===== config.mk =====
export PLATFORM = sky130hd
export DESIGN_NAME = url_component_tokenizer_flat
export DESIGN_NICKNAME = d
export VERILOG_FILES = /design/src/uct_pkg.sv /design/src/uct_if.sv /design/src/uct_front.sv /design/src/uct_queue.sv /design/src/uct_back.sv /design/src/url_component_tokenizer.sv /design/src/flat_wrapper.sv
export VERILOG_INCLUDE_DIRS = /design/src /design/src/src
export SDC_FILE = /design/constraint.sdc
export NUM_CORES = 1
export LEC_CHECK = 0
export BUFFER_PORTS_ARGS = -buffer_cell sky130_fd_sc_hd__buf_2
export CAP_MARGIN = 25
export CORE_UTILIZATION = 59
export CTS_CLUSTER_DIAMETER = 150
export CTS_CLUSTER_SIZE = 20
export DETAILED_ROUTE_END_ITERATION = 8
export PLACE_DENSITY_LB_ADDON = 0.08
export REMOVE_ABC_BUFFERS = 1
export SYNTH_ARGS = -nofsm -noshare
export SYNTH_HDL_FRONTEND = slang
export SYNTH_SLANG_ARGS = --single-unit

===== constraint.sdc =====
create_clock -name i_clk -period 3.9 [get_ports i_clk]
set_input_delay 0.195 -clock i_clk [delete_from_list [all_inputs] [get_ports i_clk]]
set_output_delay 0.195 -clock i_clk [all_outputs]
set_load 0.005 [all_outputs]

===== src/url_component_tokenizer_macros.svh =====
// Assertion macros for the URL component tokenizer.
// Used by the top level; no other dependencies.
`ifndef URL_COMPONENT_TOKENIZER_MACROS_SVH
`define URL_COMPONENT_TOKENIZER_MACROS_SVH
`ifndef SYNTHESIS
`define UCT_ASSERT(label, clk, rst_n, prop) \
    label: assert property (@(posedge clk) disable iff (!rst_n) prop) \
        else $error("url tokenizer assertion failed");
`define UCT_ASSERT_NEXT(label, clk, rst_n, ante, cons) \
    label: assert property (@(posedge clk) disable iff (!rst_n) (ante) |=> (cons)) \
        else $error("url tokenizer assertion failed");
`else
`define UCT_ASSERT(label, clk, rst_n, prop)
`define UCT_ASSERT_NEXT(label, clk, rst_n, ante, cons)
`endif
`endif


===== src/uct_pkg.sv =====
// Package for the URL component tokenizer: codes, transition table, bundle type.
// No dependencies.
`timescale 1ns / 1ps
`default_nettype none
package uct_pkg;

    localparam int unsigned STATE_W     = 4;
    localparam int unsigned QUEUE_DEPTH = 2;

    localparam logic [STATE_W-1:0] ST_START = 4'd0;
    localparam logic [STATE_W-1:0] ST_ERROR = 4'd8;
    localparam logic [STATE_W-1:0] ST_HOST  = 4'd1;
    localparam logic [STATE_W-1:0] ST_PATH  = 4'd2;
    localparam logic [STATE_W-1:0] ST_PORT  = 4'd5;
    localparam logic [STATE_W-1:0] ST_SEP   = 4'd7;

    localparam logic [2:0] CLS_OTHER = 3'd0;
    localparam logic [2:0] CLS_COLON = 3'd1;
    localparam logic [2:0] CLS_SLASH = 3'd2;
    localparam logic [2:0] CLS_QUERY = 3'd3;
    localparam logic [2:0] CLS_HASH  = 3'd4;

    localparam logic [2:0] COMP_SCHEME   = 3'd0;
    localparam logic [2:0] COMP_DOMAIN   = 3'd1;
    localparam logic [2:0] COMP_PORT     = 3'd2;
    localparam logic [2:0] COMP_PATH     = 3'd3;
    localparam logic [2:0] COMP_QUERY    = 3'd4;
    localparam logic [2:0] COMP_FRAGMENT = 3'd5;
    localparam logic [2:0] COMP_NONE     = 3'd7;

    // Bits of the result mask, in the order the results leave the block.
    localparam int unsigned RES_PRE  = 0;
    localparam int unsigned RES_PAY  = 1;
    localparam int unsigned RES_POST = 2;
    localparam int unsigned RES_FIN  = 3;
    localparam int unsigned RES_N    = 4;

    typedef enum logic [1:0] {
        KIND_PAYLOAD = 2'd0,
        KIND_CLOSE   = 2'd1,
        KIND_FINISH  = 2'd2
    } t_kind;

    localparam logic [STATE_W-1:0] MOVE_TABLE [0:7][0:4] = '{
        '{4'd0, 4'd1, 4'd2, 4'd3, 4'd4},
        '{4'd5, 4'd8, 4'd7, 4'd8, 4'd8},
        '{4'd2, 4'd8, 4'd2, 4'd3, 4'd4},
        '{4'd3, 4'd8, 4'd8, 4'd8, 4'd4},
        '{4'd4, 4'd8, 4'd8, 4'd8, 4'd8},
        '{4'd5, 4'd8, 4'd2, 4'd8, 4'd8},
        '{4'd6, 4'd5, 4'd2, 4'd8, 4'd8},
        '{4'd8, 4'd8, 4'd6, 4'd8, 4'd8}
    };

    // Work for one accepted item, as handed from the front to the back.
    typedef struct packed {
        logic [7:0]       byte_val;
        logic [2:0]       post_comp;
        logic             url_ok;
        logic [RES_N-1:0] mask;
    } t_bundle;

    typedef struct packed {
        logic [STATE_W-1:0] state;
    } t_front_status;

    function automatic logic [2:0] byte_class(input logic [7:0] b);
        logic [2:0] c;
        case (b)
            8'h3A:   c = CLS_COLON;
            8'h2F:   c = CLS_SLASH;
            8'h3F:   c = CLS_QUERY;
            8'h23:   c = CLS_HASH;
            default: c = CLS_OTHER;
        endcase
        return c;
    endfunction

    function automatic logic [2:0] closed_component(input logic [STATE_W-1:0] st,
                                                    input logic [STATE_W-1:0] nx,
                                                    input logic eol);
        logic [2:0] c;
        c = COMP_NONE;
        case (st)
            4'd0: if (nx inside {[4'd2:4'd4]} || (eol && nx == 4'd0)) c = COMP_DOMAIN;
            4'd1: if (nx == 4'd7) c = COMP_SCHEME;
            4'd2: if (nx == 4'd3 || nx == 4'd4 || (eol && nx == 4'd2)) c = COMP_PATH;
            4'd3: if (nx == 4'd4 || (eol && nx == 4'd3)) c = COMP_QUERY;
            4'd4: if (eol && nx == 4'd4) c = COMP_FRAGMENT;
            4'd5: if (nx == 4'd2 || (eol && nx == 4'd5)) c = COMP_PORT;
            4'd6: if (nx == 4'd2 || nx == 4'd5 || (eol && nx == 4'd6)) c = COMP_DOMAIN;
            default: c = COMP_NONE;
        endcase
        return c;
    endfunction

endpackage
`default_nettype wire


===== src/uct_if.sv =====
// Valid/ready channel interfaces of the URL component tokenizer.
// Depends on nothing.
`timescale 1ns / 1ps
`default_nettype none
interface uct_in_if;
    logic       valid;
    logic       ready;
    logic [7:0] in_byte;
    logic       end_of_line;

    modport source (output valid, output in_byte, output end_of_line, input ready);
    modport sink (input valid, input in_byte, input end_of_line, output ready);
endinterface

interface uct_out_if;
    logic       valid;
    logic       ready;
    logic [1:0] result_kind;
    logic [7:0] byte_value;
    logic [2:0] component_id;
    logic       url_valid;
    logic       last_of_run;

    modport source (output valid, output result_kind, output byte_value,
                    output component_id, output url_valid, output last_of_run,
                    input ready);
    modport sink (input valid, input result_kind, input byte_value,
                  input component_id, input url_valid, input last_of_run,
                  output ready);
endinterface
`default_nettype wire


===== src/uct_front.sv =====
// Front part: classifies each byte, steps the parse state and builds the
// result bundle for the back part. Depends on uct_pkg and uct_if.
`timescale 1ns / 1ps
`default_nettype none
module uct_front (
    input  wire logic            i_clk,
    input  wire logic            i_rst_n,
    uct_in_if.sink               i_url,
    input  wire logic            i_q_full,
    output logic                 o_push,
    output uct_pkg::t_bundle     o_bundle,
    output uct_pkg::t_front_status o_status
);

    logic [uct_pkg::STATE_W-1:0] r_state;
    logic [uct_pkg::STATE_W-1:0] n_state;
    logic [uct_pkg::STATE_W-1:0] st;
    logic [uct_pkg::STATE_W-1:0] nx;
    logic [uct_pkg::STATE_W-1:0] st_after;
    logic [2:0]                  cls;
    logic [2:0]                  comp;
    logic                        eol;
    logic                        accept;

    assign eol    = i_url.end_of_line;
    assign accept = i_url.valid && !i_q_full;
    assign i_url.ready = !i_q_full;

    always_comb begin
        st       = (r_state > uct_pkg::ST_ERROR) ? uct_pkg::ST_ERROR : r_state;
        cls      = uct_pkg::byte_class(i_url.in_byte);
        nx       = uct_pkg::ST_ERROR;
        comp     = uct_pkg::COMP_NONE;
        o_bundle = '0;
        o_bundle.byte_val  = i_url.in_byte;
        o_bundle.post_comp = uct_pkg::COMP_NONE;
        if (st != uct_pkg::ST_ERROR) begin
            nx = uct_pkg::MOVE_TABLE[st[2:0]][cls];
        end
        if (st != uct_pkg::ST_ERROR && nx != uct_pkg::ST_ERROR) begin
            if (st == uct_pkg::ST_HOST && nx == uct_pkg::ST_PORT) begin
                // host:port closes the domain, then opens the port
                o_bundle.mask[uct_pkg::RES_PRE]  = 1'b1;
                o_bundle.mask[uct_pkg::RES_PAY]  = 1'b1;
                o_bundle.mask[uct_pkg::RES_POST] = eol;
                o_bundle.post_comp               = uct_pkg::COMP_PORT;
            end else begin
                comp = uct_pkg::closed_component(st, nx, eol);
                o_bundle.mask[uct_pkg::RES_PAY] = (cls == uct_pkg::CLS_OTHER) ||
                    (cls == uct_pkg::CLS_SLASH && st == uct_pkg::ST_PATH);
                o_bundle.mask[uct_pkg::RES_POST] = (comp != uct_pkg::COMP_NONE);
                o_bundle.post_comp               = comp;
            end
        end
        st_after = (st == uct_pkg::ST_ERROR) ? uct_pkg::ST_ERROR : nx;
        o_bundle.mask[uct_pkg::RES_FIN] = eol;
        o_bundle.url_ok = !(st_after == uct_pkg::ST_ERROR || st_after == uct_pkg::ST_HOST ||
                            st_after == uct_pkg::ST_SEP);
        n_state = r_state;
        if (accept) begin
            n_state = eol ? uct_pkg::ST_START : st_after;
        end
    end

    assign o_push = accept && (o_bundle.mask != '0);
    assign o_status.state = r_state;

    always_ff @(posedge i_clk) begin
        if (!i_rst_n) begin
            r_state <= uct_pkg::ST_START;
        end else begin
            r_state <= n_state;
        end
    end

endmodule
`default_nettype wire


===== src/uct_queue.sv =====
// Short queue of result bundles between the front and the back part.
// Depends on uct_pkg.
`timescale 1ns / 1ps
`default_nettype none
module uct_queue (
    input  wire logic              i_clk,
    input  wire logic              i_rst_n,
    input  wire logic              i_push,
    input  wire uct_pkg::t_bundle  i_bundle,
    input  wire logic              i_pop,
    output logic                   o_full,
    output logic                   o_valid,
    output uct_pkg::t_bundle       o_head
);

    localparam int unsigned PTR_W = $clog2(uct_pkg::QUEUE_DEPTH);
    localparam int unsigned CNT_W = $clog2(uct_pkg::QUEUE_DEPTH + 1);
    localparam logic [CNT_W-1:0] DEPTH_C = CNT_W'(uct_pkg::QUEUE_DEPTH);
    localparam logic [PTR_W-1:0] LAST_P  = PTR_W'(uct_pkg::QUEUE_DEPTH - 1);

    uct_pkg::t_bundle r_mem [uct_pkg::QUEUE_DEPTH];
    logic [PTR_W-1:0] r_wr_ptr;
    logic [PTR_W-1:0] r_rd_ptr;
    logic [CNT_W-1:0] r_count;
    logic             do_push;
    logic             do_pop;

    assign o_full  = (r_count == DEPTH_C);
    assign o_valid = (r_count != '0);
    assign o_head  = r_mem[r_rd_ptr];
    assign do_push = i_push && !o_full;
    assign do_pop  = i_pop && o_valid;

    always_ff @(posedge i_clk) begin
        if (do_push) begin
            r_mem[r_wr_ptr] <= i_bundle;
        end
    end

    always_ff @(posedge i_clk) begin
        if (!i_rst_n) begin
            r_wr_ptr <= '0;
            r_rd_ptr <= '0;
            r_count  <= '0;
        end else begin
            if (do_push) begin
                r_wr_ptr <= (r_wr_ptr == LAST_P) ? '0 : r_wr_ptr + 1'b1;
            end
            if (do_pop) begin
                r_rd_ptr <= (r_rd_ptr == LAST_P) ? '0 : r_rd_ptr + 1'b1;
            end
            case ({do_push, do_pop})
                2'b10:   r_count <= r_count + 1'b1;
                2'b01:   r_count <= r_count - 1'b1;
                default: r_count <= r_count;
            endcase
        end
    end

endmodule
`default_nettype wire


===== src/uct_back.sv =====
// Back part: sends the results of the queue-head bundle one per cycle
// unless o_tok stalls, via an output register. Depends on uct_pkg, uct_if.
`timescale 1ns / 1ps
`default_nettype none
module uct_back (
    input  wire logic             i_clk,
    input  wire logic             i_rst_n,
    input  wire logic             i_q_valid,
    input  wire uct_pkg::t_bundle i_q_head,
    output logic                  o_pop,
    uct_out_if.source             o_tok
);

    uct_pkg::t_bundle          r_bund;
    logic [uct_pkg::RES_N-1:0] r_mask;
    logic                      r_out_valid;
    uct_pkg::t_kind            r_kind;
    logic [7:0]                r_byte;
    logic [2:0]                r_comp;
    logic                      r_ok;
    logic                      r_last;

    uct_pkg::t_bundle          src;
    logic [uct_pkg::RES_N-1:0] src_mask;
    logic [uct_pkg::RES_N-1:0] rem_mask;
    logic                      from_cur;
    logic                      can_load;
    logic                      load;
    uct_pkg::t_kind            n_kind;
    logic [7:0]                n_byte;
    logic [2:0]                n_comp;
    logic                      n_ok;

    assign from_cur = (r_mask != '0);
    assign src      = from_cur ? r_bund : i_q_head;
    assign src_mask = from_cur ? r_mask : i_q_head.mask;
    assign can_load = !r_out_valid || o_tok.ready;
    assign load     = can_load && (from_cur || i_q_valid);
    assign o_pop    = load && !from_cur;
    // clear the lowest pending result
    assign rem_mask = src_mask & (src_mask - 1'b1);

    always_comb begin
        n_kind = uct_pkg::KIND_FINISH;
        n_byte = '0;
        n_comp = '0;
        n_ok   = 1'b0;
        if (src_mask[uct_pkg::RES_PRE]) begin
            n_kind = uct_pkg::KIND_CLOSE;
            n_comp = uct_pkg::COMP_DOMAIN;
        end else if (src_mask[uct_pkg::RES_PAY]) begin
            n_kind = uct_pkg::KIND_PAYLOAD;
            n_byte = src.byte_val;
        end else if (src_mask[uct_pkg::RES_POST]) begin
            n_kind = uct_pkg::KIND_CLOSE;
            n_comp = src.post_comp;
        end else begin
            n_ok = src.url_ok;
        end
    end

    always_ff @(posedge i_clk) begin
        if (load) begin
            r_bund <= src;
            r_kind <= n_kind;
            r_byte <= n_byte;
            r_comp <= n_comp;
            r_ok   <= n_ok;
            r_last <= (rem_mask == '0);
        end
    end

    always_ff @(posedge i_clk) begin
        if (!i_rst_n) begin
            r_mask      <= '0;
            r_out_valid <= 1'b0;
        end else begin
            if (load) begin
                r_mask      <= rem_mask;
                r_out_valid <= 1'b1;
            end else if (o_tok.ready) begin
                r_out_valid <= 1'b0;
            end
        end
    end

    assign o_tok.valid        = r_out_valid;
    assign o_tok.result_kind  = r_kind;
    assign o_tok.byte_value   = r_byte;
    assign o_tok.component_id = r_comp;
    assign o_tok.url_valid    = r_ok;
    assign o_tok.last_of_run  = r_last;

endmodule
`default_nettype wire


===== src/url_component_tokenizer.sv =====
// URL component tokenizer: bytes of a URL line come in on i_url, and
// results telling the receiver how to split the line leave on o_tok.
// Each item on i_url is one character plus an end-of-line flag. Each item
// on o_tok is a payload byte, a close marker naming the component the
// receiver's buffered bytes form, or a line-finished report with validity.
// One input item causes zero to four result items; the last of them has
// last_of_run set. After an error the block drops bytes until line end.
// The first result of an item passes through the queue and then the
// output register before it shows on o_tok. The output register sends
// one result per cycle while the receiver is ready; an item with no
// results is not queued. A two-entry queue between the classifying front
// and the sending back lets the next bytes be taken while results drain.
// When the receiver stalls, the output holds and the queue fills, then
// i_url.ready drops. Reset clears the parse state to start of line and
// empties the queue and the output register.
// Depends on uct_pkg, uct_if, uct_front, uct_queue, uct_back and the macros.
`timescale 1ns / 1ps
`default_nettype none
`include "url_component_tokenizer_macros.svh"
module url_component_tokenizer (
    input  wire logic i_clk,
    input  wire logic i_rst_n,
    uct_in_if.sink    i_url,
    uct_out_if.source o_tok
);

    logic                  q_full;
    logic                  q_valid;
    logic                  push;
    logic                  pop;
    uct_pkg::t_bundle      push_bundle;
    uct_pkg::t_bundle      q_head;
    uct_pkg::t_front_status front_st;
    logic                  eol_accept;
    logic                  finish_out;

    uct_front u_front (
        .i_clk    (i_clk),
        .i_rst_n  (i_rst_n),
        .i_url    (i_url),
        .i_q_full (q_full),
        .o_push   (push),
        .o_bundle (push_bundle),
        .o_status (front_st)
    );

    uct_queue u_queue (
        .i_clk    (i_clk),
        .i_rst_n  (i_rst_n),
        .i_push   (push),
        .i_bundle (push_bundle),
        .i_pop    (pop),
        .o_full   (q_full),
        .o_valid  (q_valid),
        .o_head   (q_head)
    );

    uct_back u_back (
        .i_clk     (i_clk),
        .i_rst_n   (i_rst_n),
        .i_q_valid (q_valid),
        .i_q_head  (q_head),
        .o_pop     (pop),
        .o_tok     (o_tok)
    );

    assign eol_accept = i_url.valid && i_url.ready && i_url.end_of_line;
    assign finish_out = o_tok.valid && (o_tok.result_kind == uct_pkg::KIND_FINISH);

    `UCT_ASSERT(a_state_in_range, i_clk, i_rst_n, front_st.state <= uct_pkg::ST_ERROR)
    `UCT_ASSERT_NEXT(a_eol_restarts, i_clk, i_rst_n, eol_accept, front_st.state == uct_pkg::ST_START)
    `UCT_ASSERT(a_finish_is_last, i_clk, i_rst_n, finish_out |-> o_tok.last_of_run)
    `UCT_ASSERT(a_no_push_when_full, i_clk, i_rst_n, push |-> !q_full)

endmodule
`default_nettype wire

===== src/flat_wrapper.sv =====
// flat-port wrapper written by rule: the top's interface ports become plain ports
module url_component_tokenizer_flat 
  (i_clk, i_rst_n, i_url_valid, i_url_in_byte, i_url_end_of_line, i_url_ready, o_tok_valid, o_tok_result_kind, o_tok_byte_value, o_tok_component_id, o_tok_url_valid, o_tok_last_of_run, o_tok_ready);
  uct_in_if i_url_i ();
  uct_out_if o_tok_i ();
  input  wire logic i_clk;
  input  wire logic i_rst_n;
  input wire logic [$bits(i_url_i.valid)-1:0] i_url_valid;
  input wire logic [$bits(i_url_i.in_byte)-1:0] i_url_in_byte;
  input wire logic [$bits(i_url_i.end_of_line)-1:0] i_url_end_of_line;
  output wire logic [$bits(i_url_i.ready)-1:0] i_url_ready;
  output wire logic [$bits(o_tok_i.valid)-1:0] o_tok_valid;
  output wire logic [$bits(o_tok_i.result_kind)-1:0] o_tok_result_kind;
  output wire logic [$bits(o_tok_i.byte_value)-1:0] o_tok_byte_value;
  output wire logic [$bits(o_tok_i.component_id)-1:0] o_tok_component_id;
  output wire logic [$bits(o_tok_i.url_valid)-1:0] o_tok_url_valid;
  output wire logic [$bits(o_tok_i.last_of_run)-1:0] o_tok_last_of_run;
  input wire logic [$bits(o_tok_i.ready)-1:0] o_tok_ready;
  assign i_url_i.valid = i_url_valid;
  assign i_url_i.in_byte = i_url_in_byte;
  assign i_url_i.end_of_line = i_url_end_of_line;
  assign i_url_ready = i_url_i.ready;
  assign o_tok_valid = o_tok_i.valid;
  assign o_tok_result_kind = o_tok_i.result_kind;
  assign o_tok_byte_value = o_tok_i.byte_value;
  assign o_tok_component_id = o_tok_i.component_id;
  assign o_tok_url_valid = o_tok_i.url_valid;
  assign o_tok_last_of_run = o_tok_i.last_of_run;
  assign o_tok_i.ready = o_tok_ready;
  url_component_tokenizer u_core (.i_clk(i_clk), .i_rst_n(i_rst_n), .i_url(i_url_i), .o_tok(o_tok_i));
endmodule

==> results by group <==
Run status
  – Run status: finished clean

Power
  – Internal: 0.00193 W
  – Switching share of total power: 31.7%
  – PD cells: 701 nW/um^2
  – Comb power frac: 30.8%
  – Sw power: 0.000896 W
  – VDD IR max: 463 uV
  – Flop pwr share: 44.5%
  – Leakage: 1.45 nW
  – Clk pwr share: 24.7%

Floorplan
  – Die Wd: 79.1 um
  – Core area: 5610 um^2
  – Initial Util: 62.5%
  – Number of cell rows: 27
  – Die H: 79.1 um
  – Die area: 6260 um^2
  – Top-level I/O count: 30

Synth
  – Synth top area share: 50.5%
  – Synth unique cells: 63
  – Ys flop type: edfxtp_1
  – Synth async-reset ratio: 0%
  – Cells after synthesis: 301
  – FF+latch count, synth: 72
  – Synth warnings: 0
  – Cell accounting for the most synthesized area: edfxtp_1
  – Syn Area/Cell: 11.7 um^2
  – Main area contributors after synthesis: edfxtp_1, dfxtp_1, mux2i_1, a21oi_1, nor2_1
  – Synthesized cell area: 3510 um^2
  – Number of flops mapped to enable cells by yosys: 59
  – Register area share after synthesis: 57.9%

Final layout
  – Nets: 354
  – Most common cell after layout, fill and taps aside: edfxtp_1
  – Final instance area: 4040 um^2
  – Share of post-route cells with drive strength above 1: 21.2%
  – Post-route insts no fill: 417
  – Area Overhead vs Synth: 15.1%
  – Antenna cell count: 0
  – Most frequent cells in the layout: edfxtp_1, nor2_1, buf_2

Global routing
  – Global-route wire length before repair: 11800 um
  – Gr ovfl total: 0
  – Largest net degree at the start of global routing: 30
  – Vias in the first global route: 2385
  – Initial antenna violation count: 0
  – Tot GR Track Use: 25.3%

STA
  – FMAX: 0.277 GHz
  – TNS Setup: 0 ns
  – Slew @ Worst Pin: 0.880 ns
  – Slew Limit Fails: 0
  – Final setup vio count: 0
  – Final Skew: 0.0162 ns
  – Slew HR: 41.2%
  – Period utilization: 92.6%
  – RSZ-0062 raised after global routing: false
  – Final min period: 3.61 ns
  – Hold Fails Final Rpt: 0

Hold path
  – Min-Delay Endpoint: u_core.u_queue.r_mem[1][15]
  – Min-delay src: i_url_in_byte[7]
  – WHS Path Cells: 1
  – Hold crit path type: in2reg

Placed design
  – Cell Count Post-Placement: 400
  – PortBufs: 29
  – Routability cong.: 0.936
  – Half-perimeter wire length after placement: 4870 um
  – Post-DP Area: 3760 um^2

Job
  – Max-Cap Viols: 0

Drt
  – Pre-Repair DR Iteration Count: 5
  – Iteration-0 DRC Markers: 163
  – Met1 wire length: 3050 um
  – Highest metal used: met4
  – Vias/cell: 6.09
  – Metal3 WL: 384 um
  – DRT Wirelength: 7270 um
  – Vias: 2539
  – DRC Markers: 0
  – Antenna-violating nets left: 0
  – Mean routed wirelength per cell: 17.4 um
  – Met2 Wirelength: 3730 um

Clock tree
  – CTS sink count: 72
  – H-tree depth: 3
  – Clock latency on the worst-skew pair: 0.34 ns
  – CTS buffer count: 9
  – CTS max path bufs: 2
  – CTS tree: yes
  – CTS Root Cell: clkbuf_8
  – Clk slew on worst S/H paths: 0.08 ns
  – Total setup buffers inserted after CTS: 0

Worst setup path
  – Slowest stage delay, CP: 0.43 ns
  – Worst setup SP type: register
  – CP required: 4.17 ns
  – CP Class: reg2reg
  – Worst Path Max Fanout: 8
  – WP data arrival: 3.88 ns
  – Worst path slowest cell: a221oi_4
  – Crit path cell chain: buf_4 > nand2b_1 > a221oi_1 > o21ai_1 > a221oi_4 > nand3_4 > o311ai_2 > a311oi_1 > a211oi_2 > inv_2 > ha_1 > or3_1 > a21boi_0
  – R2r startpoint: u_core.u_front.o_status[0]
  – Crit end category: register
  – RR Endpoint: u_core.u_queue.r_count[1]
  – R2r setup slk: 0.29 ns
  – Worst r2r path cells: 13
-- routing by layer --
| metal | GRT usage, % | up-vias |
|---|---|---|
| met1 | 32.7 | 1223 |
| met4 | 9.09 | 0 |
| met2 | 41.7 | 104 |
| li1 | - | 1202 |
| met5 | 0 | - |
| met3 | 5.75 | 10 |
-- final cells by class --
cell class                      instances  area (um^2)
Fill cell                             381         1570
Tap cell                               72         90.1
Inverter                               10         37.5
Clock inverter                          6          108
Multi-Input combinational cell        209         1410
Timing Repair Buffer                   38          233
Sequential cell                        72         2030
Clock buffer                           10          128
-- what timing repair did --
item	4_1_cts	5_1_grt
resized for setup	0	3
endpoints found under the setup margin	0	1
hold buffers	0	0
-- cell families after synthesis --
logic type | after synthesis | share of synthesized area (%)
and+or+nand+nor | 116 | 17.9
DFF | 72 | 57.9
AOI/OAI and AO/OA | 68 | 14.6
buffers and inverters | 20 | 2.28
muxes | 18 | 5.24
xor gates and xnor gates | 6 | 1.71
adders and majority gates | 1 | 0.357
-- worst max-delay path by stage --
stage          slack, ns  cells after the start                    endpoint                       start
2_1_floorplan       0.36                      9  u_core.u_queue.r_mem[1][0]  u_core.u_front.o_status[3]
4_1_cts             0.20                     12   u_core.u_queue.r_count[1]  u_core.u_front.o_status[2]
3_5_place_dp        0.22                     12   u_core.u_queue.r_count[1]  u_core.u_front.o_status[2]
3_3_place_gp        0.27                     12   u_core.u_queue.r_count[1]  u_core.u_front.o_status[2]
6_report            0.29                     13   u_core.u_queue.r_count[1]  u_core.u_front.o_status[0]
5_1_grt             0.04                     13   u_core.u_queue.r_count[1]  u_core.u_front.o_status[0]
-- through the flow --
| step | total power [W] | hold slack [ns] | util, % | setup slack [ns] |
|---|---|---|---|---|
| after CTS | 0.00277 | 0.0561 | 71.3 | 0.196 |
| after global placement | 0.00203 | 0.412 | 67.1 | 0.272 |
| final | 0.00283 | 0.0605 | 72.0 | 0.290 |
| after floorplan | 0.00180 | 0.294 | - | 0.355 |
| after global routing | 0.00299 | 0.0579 | 72.0 | 0.0433 |
| after detailed placement | 0.00207 | 0.410 | 67.1 | 0.216 |
-- critical path: cells and delay by family, from the launching register on --
kind,cells,cell delay (ns)
buffers and inverters,2,0.26
and+or+nand+nor,3,0.67
DFF,1,0.37
AOI/OAI and AO/OA,7,1.90
adders and majority gates,1,0.34
-- Yosys cell counts, drive strengths merged (3+ instances only) --
library cell  count
o22ai             3
a21oi            23
nand2            22
nor2b            13
inv              10
nor3              5
o21ai            11
and2              7
nand2b            8
buf               5
clkbuf            5
nor2             29
mux2              3
or2               3
dfxtp            13
mux2i            15
a31oi             3
nand3             7
edfxtp           59
and3              7
xnor2             4
-- registers in the layout, summed over array words and instances (netlist names), named ones only --
register,count
u_core.u_front.o_status,4
u_core.u_back.r_bund,12
u_core.u_back.o_tok.byte_value,8
u_core.u_back.r_mask,3
u_core.u_back.o_tok.component_id,3
u_core.u_back.o_tok.result_kind,2
u_core.u_queue.r_rd_ptr,1
u_core.u_queue.r_mem,32
u_core.u_back.o_tok.valid,1
u_core.u_back.o_tok.url_valid,1
u_core.u_queue.r_wr_ptr,1
u_core.u_queue.r_count,2
u_core.u_back.o_tok.last_of_run,1
-- power groups by stage --
| stage | Sequential (W) | Combinational (W) | Clock, W |
|---|---|---|---|
| finish | 0.00126 | 0.000872 | 0.000699 |
| global route | 0.00128 | 0.000970 | 0.000736 |
| CTS | 0.00126 | 0.000808 | 0.000696 |
| detailed placement | 0.00128 | 0.000790 | 0 |
| global placement | 0.00127 | 0.000759 | 0 |
| floorplan | 0.00127 | 0.000522 | 0 |
(Power assumes the default switching activity.)
